File: config.mk
export PLATFORM = sky130hd
export DESIGN_NAME = modbus_rtu_master_frame_engine
export DESIGN_NICKNAME = d
export VERILOG_FILES = /design/src/design/mbm_pkg.sv /design/src/design/modbus_rtu_master_frame_engine.sv /design/src/design/mbm_front.sv /design/src/design/mbm_back.sv
export SDC_FILE = /design/constraint.sdc
export NUM_CORES = 1
export LEC_CHECK = 0
export ABC_AREA = 0
export BUFFER_PORTS_ARGS = -buffer_cell sky130_fd_sc_hd__buf_2
export CORE_UTILIZATION = 65
export CTS_BUF_LIST = sky130_fd_sc_hd__clkbuf_2
export DETAILED_ROUTE_END_ITERATION = 10
export GPL_TIMING_DRIVEN = 1
export PLACE_DENSITY_LB_ADDON = 0.2
export SLEW_MARGIN = 20
export SYNTH_ARGS = -nofsm -noshare
export SYNTH_HDL_FRONTEND = slang
export SYNTH_SLANG_ARGS = --single-unit
File: constraint.sdc
create_clock -name aclk -period 12 [get_ports aclk]
set_input_delay 1.8 -clock aclk [delete_from_list [all_inputs] [get_ports aclk]]
set_output_delay 1.8 -clock aclk [all_outputs]
set_load 0.05 [all_outputs]
File: src/design/mbm_pkg.sv
// Package for the Modbus RTU master frame engine: payload structs, codes,
// queue entry type and the CRC-16/MODBUS byte update. No dependencies.
`default_nettype none
package mbm_pkg;

    localparam int MAX_FRAME       = 256;
    localparam int MAX_WRITE_WORDS = 123;
    localparam int RX_CAP          = (MAX_FRAME < 511) ? MAX_FRAME : 511;
    localparam logic [15:0] CRC_INIT = 16'hFFFF;
    localparam logic [15:0] CRC_POLY = 16'hA001;
    localparam logic [3:0]  RETRY_RESET = 4'd10;

    localparam logic [1:0] CMD_REQ  = 2'd0;
    localparam logic [1:0] CMD_WORD = 2'd1;
    localparam logic [1:0] CMD_RX   = 2'd2;

    localparam logic [2:0] F_RD_COILS = 3'd0;
    localparam logic [2:0] F_RD_COIL  = 3'd1;
    localparam logic [2:0] F_WR_COIL  = 3'd2;
    localparam logic [2:0] F_RD_HOLD  = 3'd3;
    localparam logic [2:0] F_RD_INP   = 3'd4;
    localparam logic [2:0] F_WR_REG   = 3'd5;
    localparam logic [2:0] F_WR_MULTI = 3'd6;
    localparam logic [2:0] F_NONE     = 3'd7;

    localparam logic [1:0] K_TX     = 2'd0;
    localparam logic [1:0] K_DATA   = 2'd1;
    localparam logic [1:0] K_STATUS = 2'd2;

    localparam logic [2:0] ST_OK     = 3'd0;
    localparam logic [2:0] ST_SHORT  = 3'd1;
    localparam logic [2:0] ST_CRC    = 3'd2;
    localparam logic [2:0] ST_HEADER = 3'd3;
    localparam logic [2:0] ST_BCOUNT = 3'd4;
    localparam logic [2:0] ST_ADDR   = 3'd5;
    localparam logic [2:0] ST_VALUE  = 3'd6;

    typedef struct packed {
        logic [1:0]  cmd;
        logic [2:0]  func_sel;
        logic [7:0]  slave;
        logic [15:0] start_addr;
        logic [15:0] count_or_value;
        logic [15:0] load_word;
        logic [7:0]  rx_byte;
        logic        rx_last;
    } in_item_t;

    typedef struct packed {
        logic [1:0]  kind;
        logic [7:0]  tx_byte;
        logic [15:0] rx_data;
        logic [2:0]  status;
        logic [3:0]  attempt;
        logic        give_up;
        logic        coil_on;
        logic        last;
    } out_item_t;

    // Classified work entry passed from front to back.
    typedef enum logic [1:0] {
        OP_REQ  = 2'd0,
        OP_WORD = 2'd1,
        OP_RX   = 2'd2
    } op_t;

    typedef struct packed {
        op_t         op;
        logic [2:0]  func_sel;
        logic [7:0]  slave;
        logic [15:0] start_addr;
        logic [15:0] count;
        logic [15:0] load_word;
        logic [7:0]  rx_byte;
        logic        rx_last;
    } work_t;

    typedef enum logic [1:0] {
        BK_IDLE = 2'd0,
        BK_EMIT = 2'd1,
        BK_STAT = 2'd2
    } bk_state_t;

    function automatic logic [7:0] func_code(input logic [2:0] f);
        logic [7:0] c;
        case (f)
            F_RD_COILS: c = 8'h01;
            F_RD_COIL:  c = 8'h01;
            F_WR_COIL:  c = 8'h05;
            F_RD_HOLD:  c = 8'h03;
            F_RD_INP:   c = 8'h04;
            F_WR_REG:   c = 8'h06;
            F_WR_MULTI: c = 8'h10;
            default:    c = 8'h00;
        endcase
        return c;
    endfunction

    function automatic logic [15:0] crc_feed(input logic [15:0] crc_in,
                                             input logic [7:0] b);
        logic [15:0] c;
        c = crc_in ^ {8'h00, b};
        for (int i = 0; i < 8; i++) begin
            c = c[0] ? ((c >> 1) ^ CRC_POLY) : (c >> 1);
        end
        return c;
    endfunction

endpackage
`default_nettype wire

File: src/design/modbus_rtu_master_frame_engine.sv
// Top level of the Modbus RTU master frame engine: configuration register,
// front end, back end. Depends on mbm_pkg, mbm_front and mbm_back.
//
//   Channel   Direction  Handshake            Payload
//   s_        in         s_valid / s_ready    mbm_pkg::in_item_t
//   m_        out        m_valid / m_ready    mbm_pkg::out_item_t
//   cfg_      in         cfg_valid/cfg_ready  retry_limit, 4 bits
//
// A request transfer is taken while the back end is idle; its frame bytes then
// leave, the CRC last unless data words follow. The single output register of
// the back end lets one byte leave per cycle while m_ready holds. A data word
// adds two bytes, and the CRC after the last word. A received byte can give a
// data result and, on the last byte, the status. Reset is synchronous and
// active low and restores the retry limit to ten. A two-entry queue lets the
// front accept transfers while the back end is stalled on m_ready.
`default_nettype none
module modbus_rtu_master_frame_engine (
    input  wire logic               aclk,
    input  wire logic               aresetn,
    input  wire logic               s_valid,
    output logic                    s_ready,
    input  wire mbm_pkg::in_item_t  s_data,
    output logic                    m_valid,
    input  wire logic               m_ready,
    output mbm_pkg::out_item_t      m_data,
    input  wire logic               cfg_valid,
    output logic                    cfg_ready,
    input  wire logic [3:0]         cfg_data
);
    import mbm_pkg::*;

    logic [3:0] retry_limit_reg;
    logic       q_valid, q_ready;
    work_t      q_data;

    // The register is always writable.
    assign cfg_ready = 1'b1;

    always_ff @(posedge aclk) begin
        if (!aresetn) begin
            retry_limit_reg <= RETRY_RESET;
        end else if (cfg_valid) begin
            retry_limit_reg <= cfg_data;
        end
    end

    mbm_front u_front (
        .aclk    (aclk),
        .aresetn (aresetn),
        .s_valid (s_valid),
        .s_ready (s_ready),
        .s_data  (s_data),
        .q_valid (q_valid),
        .q_ready (q_ready),
        .q_data  (q_data)
    );

    mbm_back u_back (
        .aclk        (aclk),
        .aresetn     (aresetn),
        .retry_limit (retry_limit_reg),
        .q_valid     (q_valid),
        .q_ready     (q_ready),
        .q_data      (q_data),
        .m_valid     (m_valid),
        .m_ready     (m_ready),
        .m_data      (m_data)
    );
endmodule
`default_nettype wire

File: src/design/mbm_front.sv
// Front end: accepts input items, drops ones that cause no result and
// normalises request counts. Depends on mbm_pkg.
`default_nettype none
module mbm_front (
    input  wire logic             aclk,
    input  wire logic             aresetn,
    input  wire logic             s_valid,
    output logic                  s_ready,
    input  wire mbm_pkg::in_item_t s_data,
    output logic                  q_valid,
    input  wire logic             q_ready,
    output mbm_pkg::work_t        q_data
);
    import mbm_pkg::*;

    logic   keep;
    work_t  w;

    // Drops happen at acceptance; data words are filtered in the back end
    // because whether one is awaited depends on earlier work.
    always_comb begin
        w = '0;
        w.func_sel   = s_data.func_sel;
        w.slave      = s_data.slave;
        w.start_addr = s_data.start_addr;
        w.count      = s_data.count_or_value;
        w.load_word  = s_data.load_word;
        w.rx_byte    = s_data.rx_byte;
        w.rx_last    = s_data.rx_last;
        keep = 1'b1;
        case (s_data.cmd)
            CMD_REQ: begin
                w.op = OP_REQ;
                if (s_data.func_sel == F_NONE) begin
                    keep = 1'b0;
                end
                if (s_data.func_sel == F_RD_COIL) begin
                    w.count = 16'd1;
                end
                if (s_data.func_sel == F_WR_MULTI &&
                    s_data.count_or_value > 16'(MAX_WRITE_WORDS)) begin
                    w.count = 16'(MAX_WRITE_WORDS);
                end
            end
            CMD_WORD: w.op = OP_WORD;
            CMD_RX:   w.op = OP_RX;
            default: begin
                w.op = OP_RX;
                keep = 1'b0;
            end
        endcase
    end

    // Two-entry queue.
    work_t     mem_reg [2];
    logic      wp_reg, rp_reg;
    logic [1:0] cnt_reg;
    logic      push, pop;

    assign s_ready = (cnt_reg != 2'd2);
    assign push    = s_valid && s_ready && keep;
    assign q_valid = (cnt_reg != 2'd0);
    assign pop     = q_valid && q_ready;
    assign q_data  = mem_reg[rp_reg];

    always_ff @(posedge aclk) begin
        if (!aresetn) begin
            wp_reg  <= 1'b0;
            rp_reg  <= 1'b0;
            cnt_reg <= 2'd0;
        end else begin
            if (push) begin
                wp_reg <= ~wp_reg;
            end
            if (pop) begin
                rp_reg <= ~rp_reg;
            end
            cnt_reg <= cnt_reg + {1'b0, push} - {1'b0, pop};
        end
    end

    always_ff @(posedge aclk) begin
        if (push) begin
            mem_reg[wp_reg] <= w;
        end
    end
endmodule
`default_nettype wire

File: src/design/mbm_back.sv
// Back end: holds the request and response state, emits frame bytes,
// read data and status through an output register. Depends on mbm_pkg.
`default_nettype none
module mbm_back (
    input  wire logic              aclk,
    input  wire logic              aresetn,
    input  wire logic [3:0]        retry_limit,
    input  wire logic              q_valid,
    output logic                   q_ready,
    input  wire mbm_pkg::work_t    q_data,
    output logic                   m_valid,
    input  wire logic              m_ready,
    output mbm_pkg::out_item_t     m_data
);
    import mbm_pkg::*;

    bk_state_t   state_reg, state_next;
    logic [15:0] tx_crc_reg, tx_crc_next;
    logic [15:0] rx_crc_reg, rx_crc_next;
    logic [8:0]  rx_count_reg, rx_count_next;
    logic [7:0]  held_byte_reg, held_byte_next;
    logic [2:0]  req_func_reg, req_func_next;
    logic [7:0]  req_slave_reg, req_slave_next;
    logic [15:0] req_addr_reg, req_addr_next;
    logic [15:0] req_count_reg, req_count_next;
    logic [6:0]  words_left_reg, words_left_next;
    logic [2:0]  first_error_reg, first_error_next;
    logic [3:0]  fail_count_reg, fail_count_next;
    logic [15:0] last_two_reg, last_two_next;
    // Byte sequence being transmitted: up to 9 bytes, index and count.
    logic [7:0]  seq_reg [9];
    logic [7:0]  seq_next [9];
    logic [3:0]  seq_idx_reg, seq_idx_next;
    logic [3:0]  seq_len_reg, seq_len_next;
    logic        seq_crc_reg, seq_crc_next;
    logic        out_v_reg, out_v_next;
    out_item_t   out_reg, out_next;

    logic        out_free;
    logic        take;
    logic [15:0] crc_step;

    assign out_free = !out_v_reg || m_ready;
    assign m_valid  = out_v_reg;
    assign m_data   = out_reg;
    assign q_ready  = (state_reg == BK_IDLE) && out_free;
    assign take     = q_valid && q_ready;
    assign crc_step = crc_feed(tx_crc_reg, seq_reg[seq_idx_reg]);

    always_comb begin
        state_next = state_reg;
        case (state_reg)
            BK_IDLE: if (take && seq_len_next != 4'd0)
                         state_next = (q_data.op == OP_RX) ? BK_STAT : BK_EMIT;
            BK_EMIT: if (out_free && seq_idx_reg + 4'd1 >= seq_len_reg)
                         state_next = BK_IDLE;
            BK_STAT: if (out_free) state_next = BK_IDLE;
            default: state_next = BK_IDLE;
        endcase
    end

    always_comb begin
        logic [15:0] cb;
        logic [16:0] exp_bc;
        logic [8:0]  p;
        logic [7:0]  b;
        logic [7:0]  ex;
        logic        chk;
        logic [2:0]  ecode;
        logic [3:0]  minlen;
        logic [2:0]  st;
        logic [3:0]  fc;
        logic        give;
        logic [15:0] pm3;
        tx_crc_next      = tx_crc_reg;
        rx_crc_next      = rx_crc_reg;
        rx_count_next    = rx_count_reg;
        held_byte_next   = held_byte_reg;
        req_func_next    = req_func_reg;
        req_slave_next   = req_slave_reg;
        req_addr_next    = req_addr_reg;
        req_count_next   = req_count_reg;
        words_left_next  = words_left_reg;
        first_error_next = first_error_reg;
        fail_count_next  = fail_count_reg;
        last_two_next    = last_two_reg;
        seq_next         = seq_reg;
        seq_idx_next     = seq_idx_reg;
        seq_len_next     = 4'd0;
        seq_crc_next     = seq_crc_reg;
        out_v_next       = out_v_reg && !m_ready;
        out_next         = out_reg;
        cb = 16'((17'(req_count_reg) + 17'd7) >> 3);
        exp_bc = 17'd0; p = 9'd0; b = 8'd0; ex = 8'd0; chk = 1'b0;
        ecode = ST_OK; minlen = 4'd6; st = ST_OK; fc = 4'd0; give = 1'b0;
        pm3 = 16'd0;

        if (state_reg == BK_EMIT && out_free) begin
            // Normal byte or one of the two trailing CRC bytes.
            out_v_next = 1'b1;
            out_next = '0;
            out_next.kind = K_TX;
            if (seq_crc_reg && seq_idx_reg + 4'd2 == seq_len_reg) begin
                out_next.tx_byte = tx_crc_reg[7:0];
            end else if (seq_crc_reg && seq_idx_reg + 4'd1 == seq_len_reg) begin
                out_next.tx_byte = tx_crc_reg[15:8];
            end else begin
                out_next.tx_byte = seq_reg[seq_idx_reg];
                tx_crc_next = crc_step;
            end
            out_next.last = (seq_idx_reg + 4'd1 == seq_len_reg);
            seq_idx_next = seq_idx_reg + 4'd1;
        end else if (take) begin
            case (q_data.op)
                OP_REQ: begin
                    if (q_data.func_sel != req_func_reg ||
                        q_data.slave != req_slave_reg ||
                        q_data.start_addr != req_addr_reg ||
                        q_data.count != req_count_reg) begin
                        fail_count_next = 4'd0;
                    end
                    req_func_next  = q_data.func_sel;
                    req_slave_next = q_data.slave;
                    req_addr_next  = q_data.start_addr;
                    req_count_next = q_data.count;
                    rx_crc_next = CRC_INIT; rx_count_next = 9'd0;
                    last_two_next = 16'd0; held_byte_next = 8'd0;
                    first_error_next = ST_OK;
                    tx_crc_next = CRC_INIT;
                    seq_next[0] = q_data.slave;
                    seq_next[1] = func_code(q_data.func_sel);
                    seq_next[2] = q_data.start_addr[15:8];
                    seq_next[3] = q_data.start_addr[7:0];
                    if (q_data.func_sel == F_WR_COIL) begin
                        seq_next[4] = (q_data.count != 16'd0) ? 8'hFF : 8'h00;
                        seq_next[5] = 8'h00;
                    end else begin
                        seq_next[4] = q_data.count[15:8];
                        seq_next[5] = q_data.count[7:0];
                    end
                    seq_idx_next = 4'd0;
                    if (q_data.func_sel == F_WR_MULTI) begin
                        seq_next[6] = {q_data.count[6:0], 1'b0};
                        words_left_next = q_data.count[6:0];
                        seq_crc_next = (q_data.count[6:0] == 7'd0);
                        seq_len_next = seq_crc_next ? 4'd9 : 4'd7;
                    end else begin
                        words_left_next = 7'd0;
                        seq_crc_next = 1'b1;
                        seq_len_next = 4'd8;
                    end
                end
                OP_WORD: begin
                    if (words_left_reg != 7'd0) begin
                        seq_next[0] = q_data.load_word[15:8];
                        seq_next[1] = q_data.load_word[7:0];
                        words_left_next = words_left_reg - 7'd1;
                        seq_idx_next = 4'd0;
                        seq_crc_next = (words_left_reg == 7'd1);
                        seq_len_next = seq_crc_next ? 4'd4 : 4'd2;
                    end
                end
                default: begin
                    // Received byte: checks, data and, on the last byte, status.
                    b = q_data.rx_byte;
                    out_next = '0;
                    out_next.kind = K_DATA;
                    if (rx_count_reg < 9'(RX_CAP)) begin
                        p = rx_count_reg;
                        pm3 = 16'(p) - 16'd3;
                        if (p >= 9'd2) rx_crc_next = crc_feed(rx_crc_reg, last_two_reg[15:8]);
                        last_two_next = {last_two_reg[7:0], b};
                        if (req_func_reg == F_RD_COILS || req_func_reg == F_RD_COIL ||
                            req_func_reg == F_RD_HOLD || req_func_reg == F_RD_INP) begin
                            exp_bc = (req_func_reg == F_RD_COILS) ? {1'b0, cb} :
                                     (req_func_reg == F_RD_COIL) ? 17'd1 :
                                     {req_count_reg, 1'b0};
                            if (p == 9'd2 && {9'h000, b} != exp_bc) ecode = ST_BCOUNT;
                        end else begin
                            chk = 1'b1;
                            case (p)
                                9'd0: begin ex = req_slave_reg; ecode = ST_HEADER; end
                                9'd1: begin ex = func_code(req_func_reg);
                                            ecode = ST_HEADER; end
                                9'd2: begin ex = req_addr_reg[15:8]; ecode = ST_ADDR; end
                                9'd3: begin ex = req_addr_reg[7:0]; ecode = ST_ADDR; end
                                9'd4: begin
                                    ex = (req_func_reg == F_WR_COIL) ?
                                         ((req_count_reg != 16'd0) ? 8'hFF : 8'h00) :
                                         req_count_reg[15:8];
                                    ecode = ST_VALUE;
                                end
                                9'd5: begin
                                    ex = (req_func_reg == F_WR_COIL) ? 8'h00 :
                                         req_count_reg[7:0];
                                    ecode = ST_VALUE;
                                end
                                default: chk = 1'b0;
                            endcase
                            if (!chk || b == ex) ecode = ST_OK;
                        end
                        if (first_error_reg == ST_OK) first_error_next = ecode;
                        case (req_func_reg)
                            F_RD_COILS: if (p >= 9'd3 && pm3 < cb) begin
                                out_v_next = 1'b1;
                                out_next.rx_data = {8'h00, b};
                            end
                            F_RD_COIL: if (p == 9'd3) begin
                                held_byte_next = b;
                                out_v_next = 1'b1;
                                out_next.rx_data = {8'h00, b};
                                out_next.coil_on = (b != 8'h00);
                            end
                            F_RD_HOLD, F_RD_INP: begin
                                if (p >= 9'd3 && 17'(pm3) < {req_count_reg, 1'b0}) begin
                                    if (!pm3[0]) held_byte_next = b;
                                    else begin
                                        out_v_next = 1'b1;
                                        out_next.rx_data = {held_byte_reg, b};
                                    end
                                end
                            end
                            default: ;
                        endcase
                        rx_count_next = p + 9'd1;
                    end
                    out_next.last = !q_data.rx_last;
                    if (q_data.rx_last) begin
                        minlen = (req_func_reg == F_WR_COIL || req_func_reg == F_RD_HOLD ||
                                  req_func_reg == F_RD_INP || req_func_reg == F_WR_REG) ?
                                 4'd8 : 4'd6;
                        if (rx_count_next < 9'(minlen)) st = ST_SHORT;
                        else if (rx_crc_next[7:0] != last_two_next[15:8] ||
                                 rx_crc_next[15:8] != last_two_next[7:0]) st = ST_CRC;
                        else st = first_error_next;
                        fc = fail_count_reg;
                        if (st != ST_OK) begin
                            if (fc != 4'd15) fc = fc + 4'd1;
                            give = (fc >= retry_limit);
                        end
                        // The status waits in the sequence slot while data, if any, goes first.
                        seq_next[0] = {1'b0, st, fc};
                        seq_next[1] = {6'd0, give,
                                       (req_func_reg == F_RD_COIL && st == ST_OK &&
                                        held_byte_next != 8'h00)};
                        fail_count_next = (st == ST_OK || give) ? 4'd0 : fc;
                        rx_crc_next = CRC_INIT; rx_count_next = 9'd0;
                        last_two_next = 16'd0; held_byte_next = 8'd0;
                        first_error_next = ST_OK;
                        if (out_v_next && !(out_v_reg && !m_ready)) begin
                            // Data result this cycle; status goes next.
                            seq_len_next = 4'd1;
                        end else begin
                            out_v_next = 1'b1;
                            out_next = '0;
                            out_next.kind = K_STATUS;
                            out_next.status = st;
                            out_next.attempt = fc;
                            out_next.give_up = give;
                            out_next.coil_on = seq_next[1][0];
                            out_next.last = 1'b1;
                        end
                    end
                end
            endcase
        end
        // Pending status output after a data word on the final byte.
        if (state_reg == BK_STAT && out_free) begin
            out_v_next = 1'b1;
            out_next = '0;
            out_next.kind = K_STATUS;
            out_next.status = seq_reg[0][6:4];
            out_next.attempt = seq_reg[0][3:0];
            out_next.give_up = seq_reg[1][1];
            out_next.coil_on = seq_reg[1][0];
            out_next.last = 1'b1;
        end
    end

    always_ff @(posedge aclk) begin
        if (!aresetn) begin
            state_reg       <= BK_IDLE;
            tx_crc_reg      <= CRC_INIT;
            rx_crc_reg      <= CRC_INIT;
            rx_count_reg    <= 9'd0;
            held_byte_reg   <= 8'd0;
            req_func_reg    <= F_RD_COILS;
            req_slave_reg   <= 8'd0;
            req_addr_reg    <= 16'd0;
            req_count_reg   <= 16'd0;
            words_left_reg  <= 7'd0;
            first_error_reg <= ST_OK;
            fail_count_reg  <= 4'd0;
            last_two_reg    <= 16'd0;
            seq_idx_reg     <= 4'd0;
            seq_len_reg     <= 4'd0;
            seq_crc_reg     <= 1'b0;
            out_v_reg       <= 1'b0;
        end else begin
            state_reg       <= state_next;
            tx_crc_reg      <= tx_crc_next;
            rx_crc_reg      <= rx_crc_next;
            rx_count_reg    <= rx_count_next;
            held_byte_reg   <= held_byte_next;
            req_func_reg    <= req_func_next;
            req_slave_reg   <= req_slave_next;
            req_addr_reg    <= req_addr_next;
            req_count_reg   <= req_count_next;
            words_left_reg  <= words_left_next;
            first_error_reg <= first_error_next;
            fail_count_reg  <= fail_count_next;
            last_two_reg    <= last_two_next;
            seq_idx_reg     <= seq_idx_next;
            if (take) seq_len_reg <= seq_len_next;
            seq_crc_reg     <= seq_crc_next;
            out_v_reg       <= out_v_next;
        end
    end

    always_ff @(posedge aclk) begin
        out_reg <= out_next;
        seq_reg <= seq_next;
    end
endmodule
`default_nettype wire

# Word level (Yosys, flattened, before mapping)

Memories as Yosys holds them, arrays and structs flattened. A register that Yosys moved wholly into a read port is not among the register bits.
Cells that the tools add are included.

Input bits: 79
Output and inout bits: 39
Logic and storage cells: 386
Memories: 1
Memory bits (writable): 140
Flip-flop bits (word level): 233

Memories:

| memory          | depth | bits a word | rd ports | clocked after Yosys merged registers in | wr ports | RTL line        | text |
|---|---|---|---|---|---|---|---|
| u_front.mem_reg | 2     | 70          | 1        | 1                                       | 1        | mbm_front.sv:55 | `work_t mem_reg [2];` |

Multiplexer cells: 174
Equality and inequality tests: 49
$add $sub $neg: 9
Bitwise logic cells: 24
$lt $le $gt $ge: 10
Reductions and logical operators: 82

Operators by type and width:

| cell                 | count |
|---|---|
| $mux W16             | 41 |
| $mux W8              | 23 |
| $mux W36             | 5 |
| $pmux W16 S2         | 3 |
| $mux W4              | 20 |
| $pmux W5 S6          | 2 |
| $not A2 Y3           | 16 |
| $pmux W16 S3         | 1 |
| $pmux W8 S6          | 1 |
| $mux W9              | 5 |
| $mux W3              | 13 |
| $mux W1              | 36 |
| $mux W17             | 2 |
| $bmux W8 S4          | 1 |
| $ne A16 B16 Y1       | 2 |
| $pmux W8 S2          | 2 |
| $reduce_bool A16 Y1  | 2 |
| $xor A16 B8 Y16      | 2 |
| $eq A3 B3 Y1 const B | 8 |
| $ne A8 B8 Y1         | 3 |
| $pmux W4 S2          | 3 |
| $eq A9 B2 Y1 const B | 2 |
| $eq A9 B3 Y1 const B | 2 |
| $ge A9 B2 Y1 const B | 2 |
| 60 further kinds     | 151 |

# Longest topological paths before layout

Gate-level depths: netlist of run 1.

Depth after elaboration: 48
Gate-level depth with buffers: 18
Depth with buffers taken out: 16

# Hierarchy

A second synthesis of run 1 with hierarchy kept.

Cell total of the unflattened synthesis: 1933
Area, all modules: 19862.8 µm²

Modules (own cells, without submodules):

| module                         | instances | cells an instance | seq. area each (µm²) | area an instance (µm²) |
|---|---|---|---|---|
| mbm_back                       | 1         | 1628              | 5144.9               | 14074.7 |
| mbm_front                      | 1         | 290               | 4304.1               | 5631.7 |
| modbus_rtu_master_frame_engine | 1         | 15                | 80.1                 | 156.4 |

# Least setup slack after synthesis of run 1

No wires, ideal clock.

Kind: input to register
Start point: input s_data[69] (netlist bit)
End point: memory u_front.mem_reg[0][0] (netlist bit) (enable)
Setup slack: 5.713 ns
Buffers on the path: 0
Required time: 11.492 ns
Setup time: 0.508 ns
Stages on the path: 5
Data arrival time: 5.779 ns
Path through: inv_1 > ha_1 > a21oi_1 > nor4bb_1 > nor2b_1

Cells in the longest elaborated chain, start to end: 6
Elaborated cells on any way between the ends: 8
Those cells by class: eq/ne: 2; mux: 3; reduce/logical: 3

RTL lines:

| what                                         | RTL line                             | text |
|---|---|---|
| start: declaration                           | modbus_rtu_master_frame_engine.sv:22 | `input wire mbm_pkg::in_item_t s_data,` |
| $eq A2 B2 Y1 or $eq A2 B1 Y1 (tied branches) | mbm_front.sv:31                      | `case (s_data.cmd)` |
| $reduce_or A2 Y1 (no source line)            | n/a                                  |  |
| $pmux W1 S2 *                                | mbm_front.sv:31                      |  |
| $logic_and A1 B1 Y1 *                        | mbm_front.sv:61                      | `assign push = s_valid && s_ready && keep;` |
| via u_front.push                             | mbm_front.sv:58                      | `logic push, pop;` |
| $mux W1 *                                    | mbm_front.sv:83                      | `if (push) begin` |
| $mux W1 (not written as such) *              | mbm_front.sv:84                      | `mem_reg[wp_reg] <= w;` |
| end: declaration                             | mbm_front.sv:55                      |  |

The timed path passes the listed nets; every way through them passes the cells marked *.

==> impl_results.md, run 1 <==
* Run status: completed
* Clock Sinks at around 370
* Crit path kind: register to register
* Placer Congestion at 1.07
* CP cell instances: nor4_4 > nand2_1 > nor2_1 > ha_1 > a21o_1 > a21oi_1 > o21ai_0 > nor2b_1 > a211oi_1 > o41ai_1 > o31ai_1 > and2_1 > mux2i_1 > a31oi_1 > o41ai_1
* Share of post-route cells with drive strength above 1 at 18.9%
* Area Growth Syn to Fin at 9.26%
* Worst Hold Path Cells at 2
* Slew at the pin closest to its max-slew limit at slightly above 1000 ps
* Largest register FFs at 140
* Slew headroom at between 30% and 40%
* Reg2reg path depth at 15
* Post-CTS setup repair buffer count at 0
* Syn. warnings at 0
* Yosys cell types at slightly above 90
* Total Neg Setup Slack at 0 ps
* Min-delay worst type: register to register
* Die width at 174 um
* Detail Route Antenna Nets at 0
* Power Dens Cells at ~200 mW/mm2
* Final Hold Viols at 0
* Vias per cell at 6.34
* # Max-Cap Violations at 0
* Worst clock skew at between 80 and 90 ps
* Crit-path most repeated cell: o41ai_1
* Final nets at between 2,000 and 2,500
* Largest net degree at the start of global routing at 98
* Predominant post-synthesis flop cell: edfxtp_1
* Post-synth EDFFs at 204
* Tcrit/Tclk final at 44.3%
* DP HPWL at 38,100 um
* Peak Freq at 188 MHz
* Fillcell total at 2,115
* Routed len/inst at roughly 22 um
* Async S/R FF share, synth at 0%
* Seq/Total Area, Yosys at between 40% and 50%
* Kind of end point of the critical path: register
* Clock Tree Root: clkbuf_2
* Worst-Skew Late Latency at a little under 1000 ps
* Htree depth at 3
* DRC Markers at 0
* CTS Buffer Depth at 3
* CTS Buf Count at just over 90
* Initial antenna violation count at 2
* Slew Limit Fails at 0
* FP Rows at 62
* RSZ-0062 raised after global routing: no
* Cell area after synthesis at 0.0192 mm2
* Slowest CP cell: nor4_4
* Post-Synthesis Cells at about 1,800
* Critical Path Start Type: register
* Total GRT Usage at 34.9%
* GR Overflow Total at 0
* Port Buffers at approximately 120
* Initial DRC count at 1,766
* Resized cells post-CTS at 0
* Syn_nets at 1,942
* Final min period at 5320 ps
* Final setup vio count at 0
* First-pass GRT wire length at 81,400 um
* CP arrival at 6020 ps
* CTS tree: done
* Core Box Area at 0.0289 mm2
* Final Routed Wirelength at around 53,000 um
* Post-Place Worst Slack at 6990 ps
* Die span in y at 174 um
* Post-route worst setup slack at about 6700 ps
* Number of global-route vias before repair at 14,700
* Critical path's largest stage delay at 780 ps
* Initial Util at 66.5%
* Worst vdd ir at 0.139 mV
* I/O pin count at 118
* Worst-path fanout max at 15
* P_leak at 8.23 nW
* Drt first pass iters at 8
* Detailed-route via count at 15,300
* CP required at 12,700 ps
* Die area at 0.0302 mm2
* CTS Hold Bufs at 0
* Clock slew at reported path FFs at approximately 100 ps
* Number of synthesized register bits at 374
* Syn avg cell area at 10.6 um2
==> layout by cell type, fill, tap and decap left out, types with 50 or more instances in the layout <==
cell        n
o21ai_0    89
clkbuf_2  148
xor2_1     50
nor2_1    134
edfxtp_1  204
dfxtp_1   169
a21oi_1    57
xnor2_1    89
nand2_1   173
buf_2     115
mux2i_1    82
==> critical path, delay by kind of cell, from the launching register on <==
kind	cells	cell delay [ps]
and+or+nand+nor	5	2100
adders and majority gates	1	360
muxes	1	200
AOI/OAI and AO/OA	8	1890
DFF	1	510
==> metrics by stage <==
stage	instance area (um2)	power, W	hold slack, ps	instances	utilization (%)
finish	21000	0.00409	444	2412	72.6
global route	21000	0.00430	473	2412	72.6
detailed placement	20000	0.00320	433	2237	69.5
global placement	20000	0.00318	427	2237	69.5
floorplan	19200	0.00275	461	1815	-
CTS	20900	0.00407	448	2411	72.6
==> final cells by class <==
type	count	area, um2	area share [%]
clock buffer	148	741	3.53
multi-input combinational	1292	9090	43.4
inverter	45	169	0.806
antenna	1	2.50	0.0119
clock inverter	26	159	0.758
timing repair buffer	142	778	3.71
sequential	374	9530	45.5
tap	384	480	2.29
==> worst paths after layout <==
check,endpoint,slack (ps),from
worst min register to register,u_back.m_data[33]$_SDFFE_PP0P_,440,u_back.m_data[33]$_SDFFE_PP0P_
worst max register to register,u_back.m_data[1]$_DFFE_PP_,6680,u_back.rx_count_reg[5]$_SDFFE_PN0P_
worst max-delay path,u_back.m_data[1]$_DFFE_PP_,6680,u_back.rx_count_reg[5]$_SDFFE_PN0P_
worst min-delay path,u_back.m_data[33]$_SDFFE_PP0P_,440,u_back.m_data[33]$_SDFFE_PP0P_
==> report_power, final <==
| group | switching [W] | internal (W) | total [W] |
|---|---|---|---|
| clock network | 0.000523 | 0.000355 | 0.000878 |
| registers | 0.000155 | 0.00155 | 0.00170 |
| logic | 0.000973 | 0.000538 | 0.00151 |
==> synthesized netlist by cell type (7+ instances only) <==
| cell | count | area share (%) |
|---|---|---|
| a211oi_1 | 18 | 0.70 |
| a21boi_0 | 8 | 0.31 |
| a21o_1 | 7 | 0.27 |
| a21oi_1 | 57 | 1.5 |
| a222oi_1 | 7 | 0.37 |
| a22o_1 | 10 | 0.46 |
| a22oi_1 | 34 | 1.3 |
| a31oi_1 | 15 | 0.49 |
| and2_1 | 18 | 0.59 |
| and3_1 | 22 | 0.72 |
| buf_1 | 13 | 0.25 |
| buf_2 | 10 | 0.26 |
| clkbuf_1 | 78 | 1.5 |
| dfxtp_1 | 170 | 18 |
| edfxtp_1 | 204 | 32 |
| ha_1 | 48 | 3.1 |
| inv_1 | 45 | 0.88 |
| mux2_2 | 36 | 2.1 |
| mux2i_1 | 82 | 4.3 |
| mux4_2 | 8 | 0.94 |
| nand2_1 | 173 | 3.4 |
| nand2b_1 | 15 | 0.49 |
| nand3_1 | 39 | 1.0 |
| nand4_1 | 22 | 0.72 |
| nor2_1 | 134 | 2.6 |
| nor2b_1 | 46 | 1.5 |
| nor3_1 | 37 | 0.97 |
| nor3b_1 | 22 | 0.86 |
| nor4_1 | 17 | 0.55 |
| o211a_1 | 30 | 1.6 |
| o211ai_1 | 15 | 0.59 |
| o21ai_0 | 89 | 2.3 |
| o22ai_1 | 31 | 1.0 |
| or4_1 | 11 | 0.43 |
| xnor2_1 | 89 | 4.1 |
| xor2_1 | 50 | 2.3 |
==> layer usage <==
layer	vias to the layer above	global-route usage (%)	wire [um]
met1	7332	47.9	22300
met4	2	16.9	2260
li1	7023	-	-
met2	776	53.1	23700
met5	-	0	10
met3	152	6.86	4450
==> kinds of logic after synthesis <==
group	after synthesis	share of synthesized area (%)
buffers and inverters	149	3.08
muxes	128	7.52
AOI/OAI and AO/OA	386	14.1
xor gates and xnor gates	146	7.20
adders and majority gates	48	3.13
other	1	0.0196
and+or+nand+nor	583	15.3
DFF	374	49.7
(Power assumes the default switching activity.)
==> inputs of run 2 (changes only) <==
Settings changed: CORE_UTILIZATION 65 to 63.
Clock period 12 ns to 5.5 ns, I/O delays scaled along.
==> run 2 against run 1 <==
  * Sequential power increased by 120%
  * Power increased by 120%
  * Worst hold slack got worse by 330 ps
  * First-iteration DRC count decreased by 4.7%
  * Combinational power increased by 130%
  * Utilization decreased by 0.11 points
  * Critical path depth unchanged
  * Clock-buffer cell count increased by 10
  * Non-clock buffer count increased by 70
  * Register-to-register slack got worse by 6100 ps
  * Critical path type unchanged
==> impl_results.md, run 2 (synthesis gave the netlist of run 1 again) <==
* Resized cells post-CTS at 0
* Worst hold slack at ~110 ps
* Die area at 0.0311 mm2
* Peak Freq at 203 MHz
* Tcrit/Tclk final at 89.5%
* Most frequent cells in the layout: edfxtp_1 (204), nand2_1 (173), dfxtp_1 (169)
* Slew Limit Fails at 0
* Placer Congestion at 1.01
* Worst-path fanout max at 13
* Most common cell after layout, fill and taps aside: edfxtp_1
* Routed len/inst at 22.7 um
* Reg area at 0.00953 mm2
* Fillcell total at roughly 2,200
* CTS Hold Bufs at 54
* Multi-input gate area at 0.00910 mm2
* CTS Buf Count at 94
* Crit path kind: register to register
* Final std cells w/o fill at 2,484
* Critical Path Start Type: register
* Slew at the pin closest to its max-slew limit at 990 ps
* Total Neg Setup Slack at 0 ps
* Final min period at 4920 ps
* Clock slew at reported path FFs at approximately 120 ps
* Detailed-route via count at 15,800
* CTS tree: done
* Vias per cell at 6.35
* Largest net degree at the start of global routing at 96
* RSZ-0062 raised after global routing: no
* Final Routed Wirelength at ~56,000 um
* Clock Sinks at ~370
* Initial DRC count at 1,683
* Min-delay worst type: input pin to register
* P_leak at around 8.5 nW
* Largest register FFs at 140
* Detail Route Antenna Nets at 0
* Clock Tree Root: clkbuf_2
* GR Overflow Total at 0
* # Max-Cap Violations at 0
* Slew headroom at 33.7%
* Port Buffers at between 100 and 150
* Die width at between 150 and 200 um
* Worst-Skew Late Latency at approximately 1000 ps
* Core Box Area at 0.0298 mm2
* Worst vdd ir at approximately 0.30 mV
* Drt first pass iters at 6
* I/O pin count at about 120
* Kind of end point of the critical path: register
* Run status: completed
* CTS Buffer Depth at 3
* DP HPWL at 39,400 um
* CP arrival at between 5000 and 6000 ps
* Worst clock skew at approximately 78 ps
* Initial antenna violation count at 3
* Total GRT Usage at 36.9%
* Area Growth Syn to Fin at 12.6%
* Final setup vio count at 0
* Post-CTS setup repair buffer count at 0
* Power Dens Cells at 420 mW/mm2
* Final nets at 2,146
* Cell count after placement at 2,259
* Final Hold Viols at 0
* Share of post-route cells with drive strength above 1 at around 19%
* Number of global-route vias before repair at around 15,000
* DRC Markers at 0
* FP Rows at 63
* First-pass GRT wire length at 87,000 um
* Initial Util at 64.4%
* Die span in y at 176 um
* Htree depth at 3
* CP required at 6260 ps
==> run 2: through the flow <==
step	power [W]	instance area (um2)	utilization, %	setup slack, ps
final	0.00908	21600	72.5	575
after global placement	0.00703	20200	67.8	1100
after floorplan	0.00601	19200	-	188
after CTS	0.00900	21600	72.5	776
after global routing	0.00952	21600	72.5	255
after detailed placement	0.00709	20200	67.8	844
==> run 2: final timing paths <==
| check | cells past startpoint | startpoint | end | slack, ps |
|---|---|---|---|---|
| max reg2reg | 15 | u_back.rx_count_reg[4]$_SDFFE_PN0P_ | u_back.m_data[1]$_DFFE_PP_ | 580 |
| min | 2 | s_data[25] | u_front.mem_reg[1][25]$_DFFE_PP_ | 110 |
| min reg2reg | 2 | u_back.m_data[33]$_SDFFE_PP0P_ | u_back.m_data[33]$_SDFFE_PP0P_ | 440 |
| max | 15 | u_back.rx_count_reg[4]$_SDFFE_PN0P_ | u_back.m_data[1]$_DFFE_PP_ | 580 |
==> run 2: report_power, final <==
group	internal (W)	switching (W)	total [W]
Sequential	0.00338	0.000361	0.00374
Combinational	0.00123	0.00218	0.00342
Clock	0.000785	0.00114	0.00193
==> run 2: cell type report <==
type	instances	area share, %
Inverter	45	0.782
Clock buffer	158	3.66
Antenna cell	2	0.0232
Tap cell	390	2.26
Multi-Input combinational cell	1292	42.1
Sequential cell	374	44.1
Timing Repair Buffer	212	6.72
Clock inverter	11	0.330
==> run 2: critical path, stage by stage (launching register included) <==
cell and delay [ps]:
dfxtp_1 500, nor4_4 750, nand2_1 290, nor2_1 380, ha_1 320, a21o_1 180, a21oi_1 140, o21ai_0 100
nor2b_1 130, a211oi_1 220, o41ai_1 190, o31ai_1 570, and2_1 260, mux2i_1 190, a31oi_1 90, o41ai_1 370
==> run 2: layer usage <==
metal	part of all wire, %	routed length (um)	vias up	track usage (%)
met5	0	0	-	0
met4	4.2	2390	0	16.0
met3	9.2	5150	166	7.36
met2	46	25700	883	58.6
met1	41	23000	7590	49.3
li1	-	-	7145	-
==> inputs of run 3 (changes only) <==
Settings changed: CORE_UTILIZATION 63 to 64, SYNTH_HIERARCHICAL set to 1.
==> run 3 against run 2 <==
  * Area after synthesis up 3.6%
  * Critical path depth is 3 lower
  * Fmax up 1.0%
  * Utilization decreased by 0.62 points
  * Routed wire length grew 1.9%
  * Final cell count is 3.3% higher
  * Combinational power is 7.6% higher
  * Non-clock buffer count is 15 lower
  * Design area increased by 1.8%
  * Die area up 1.9%
  * Power increased by 1.8%
  * Critical path type unchanged
==> impl_results.md, run 3 <==
* DRC Markers at 0
* Top-count cell post-synth: nand2_1
* Die area at 0.0317 mm2
* Initial Util at 64.9%
* Total Neg Setup Slack at 0 ps
* Slew at the pin closest to its max-slew limit at 1030 ps
* Htree depth at 3
* Die width at 178 um
* Async S/R FF share, synth at 0%
* Clock Sinks at 374
* Fillcell total at 2,285
* CP arrival at about 5700 ps
* Syn avg cell area at 10.3 um2
* Area Growth Syn to Fin at 10.7%
* Port Buffers at roughly 120
* CP cell instances: inv_1 > ha_1 > nor4bb_1 > and2_1 > o221ai_1 > and3_1 > nor4b_2 > a31oi_1 > nor4b_2 > nand4_1 > or3_1 > a22oi_1
* Detail Route Antenna Nets at 0
* Slew Limit Fails at 0
* Syn_nets at 2,061
* Drt first pass iters at 7
* Slew headroom at 30.8%
* Post-synth EDFFs at approximately 200
* Compound-Gate Fraction of Synth Area at roughly 15%
* Worst hold slack at about 91 ps
* Synth area leaders: edfxtp_1 (31%), dfxtp_1 (17%), nand2_1 (4.5%)
* # Max-Cap Violations at 0
* Simple-Gate Fraction of Synth Area at 16.3%
* Seq/Total Area, Yosys at 48.0%
* Final Hold Viols at 0
* Worst-path fanout max at 13
* P_leak at roughly 8.4 nW
* Worst vdd ir at 0.349 mV
* Final nets at 2,218
* Syn. warnings at 6
* CTS tree: done
* FP Rows at 64
* Clock slew at reported path FFs at 100 ps
* Placer Congestion at 0.947
* Post-Synthesis Cells at 1,933
* Final Routed Wirelength at 57,400 um
* Xor and xnor fraction of the mapped netlist area at 6.90%
* Worst-Skew Late Latency at 1060 ps
* Detailed-route via count at 16,300
* CTS Buffer Depth at 3
* Critical path's largest stage delay at 640 ps
* I/O pin count at roughly 120
* Share of post-route cells with drive strength above 1 at between 10% and 20%
* DR top layer: met4
* Mux share of post-synthesis cell area at between 6 and 7%
* Most frequent cells in the layout: nand2_1 (240), edfxtp_1 (204), dfxtp_1 (168)
* Initial DRC count at 1,619
* Power Dens Cells at about 420 mW/mm2
* Met3 wire len at about 5000 um
* Tcrit/Tclk final at 88.6%
* Min-delay worst type: input pin to register
* Synth top cells by count: nand2_1 (240), edfxtp_1 (204), dfxtp_1 (170), clkbuf_1 (102), nor2_1 (98)
* Crit-path most repeated cell: nor4b_2
* Most common cell after layout, fill and taps aside: nand2_1
* Wl on met1 at 23,800 um
* RSZ-0062 raised after global routing: no
* Yosys cell types at 91
* Core Box Area at 0.0306 mm2
* Vias per cell at 6.35
* Largest net degree at the start of global routing at 77
* First-pass GRT wire length at ~88,000 um
* Total GRT Usage at 36.5%
* Met2 WL at 26,800 um
* Synth area leader: edfxtp_1
* Routed len/inst at ~22 um
* Kind of end point of the critical path: register
* Largest register FFs at 140
* Synth top area share at 30.8%
* Predominant post-synthesis flop cell: edfxtp_1
* Worst clock skew at 95.9 ps
* Clock Tree Root: clkbuf_2
* GR Overflow Total at 0
* Largest family of logic cells by synthesized area: simple AND/OR/NAND/NOR gates
* Final min period at 4870 ps
* Number of global-route vias before repair at 15,600
* CTS Buf Count at 94
* Critical Path Start Type: register
* Initial antenna violation count at 2
* CP required at roughly 6400 ps
* Cell area after synthesis at 0.0199 mm2
* Peak Freq at 205 MHz
* DP HPWL at 39,400 um
* Slowest CP cell: nand4_1
* Number of synthesized register bits at about 370
* Run status: completed
* Final setup vio count at 0
* Reg area at around 0.0095 mm2
* Multi-input gate area at 0.00958 mm2
* Crit path kind: register to register
* Die span in y at 178 um
* Synth Area in Adders at around 3.1%
run 3: path summary, 6_finish.rpt:
kind	startpoint	end	slack (ps)	depth (start not counted)
worst min-delay path	cfg_data[2]	retry_limit_reg[2]$_SDFFE_PN0P_	90	3
worst max-delay path	u_back/rx_count_reg[1]$_SDFFE_PN0P_	u_back/m_data[1]$_DFFE_PP_	630	12
worst max register to register	u_back/rx_count_reg[1]$_SDFFE_PN0P_	u_back/m_data[1]$_DFFE_PP_	630	12
worst min register to register	u_back/m_data[28]$_SDFFE_PP0P_	u_back/m_data[28]$_SDFFE_PP0P_	440	2
run 3: cells by family (layout without fill, tap and decap cells):
kind of cell | count (synthesis) | count (layout)
AO/OA/AOI/OAI | 414 | 414
XOR/XNOR | 144 | 144
adder cells (fa/ha/maj) | 49 | 49
buffers and inverters | 190 | 426
flip-flops | 374 | 374
multiplexers | 118 | 118
other | 1 | 3
AND/OR/NAND/NOR | 643 | 643
run 3: worst max-delay path, delay by kind of cell (launching register included):
family                     cells  cell delay (ps)
adders and majority gates      1              500
AOI/OAI and AO/OA              3              560
DFF                            1              450
buffers and inverters          1              170
and+or+nand+nor                7             3050
run 3: layer usage:
metal,vias up,global-route usage [%]
met2,844,58.3
met4,0,13.7
met5,-,0
li1,7430,-
met1,7884,48.7
met3,134,7.97
run 3: timing repair:
item | CTS | global route
setup buffers | 0 | 0
hold buffers | 52 | 0
resized for setup | 0 | 0
hold endpoints to repair | 102 | 0
run 3: where the power goes:
group | leakage, nW | internal [W] | switching (W)
Clock | 0.662 | 0.000706 | 0.00118
Sequential | 3.25 | 0.00338 | 0.000294
Combinational | 4.46 | 0.00132 | 0.00236
run 3: layout make-up:
class                   instances  area share (%)
diodes                          2          0.0228
inverters                      54           0.922
well taps                     396            2.25
multi-input cells            1369            43.5
clock inverters                31           0.643
clock buffers                 144            3.28
repair buffers                197            6.00
flip-flops and latches        374            43.3
run 3: metrics by stage:
step	std cells	utilization [%]	area (um2)	setup slack, ps	total power (W)
final	2567	71.9	22000	626	0.00924
after global routing	2567	71.9	22000	448	0.00968
after CTS	2565	71.9	22000	849	0.00916
after detailed placement	2338	67.4	20600	889	0.00727
after global placement	2338	67.4	20600	961	0.00721
after floorplan	1933	-	19900	541	0.00624
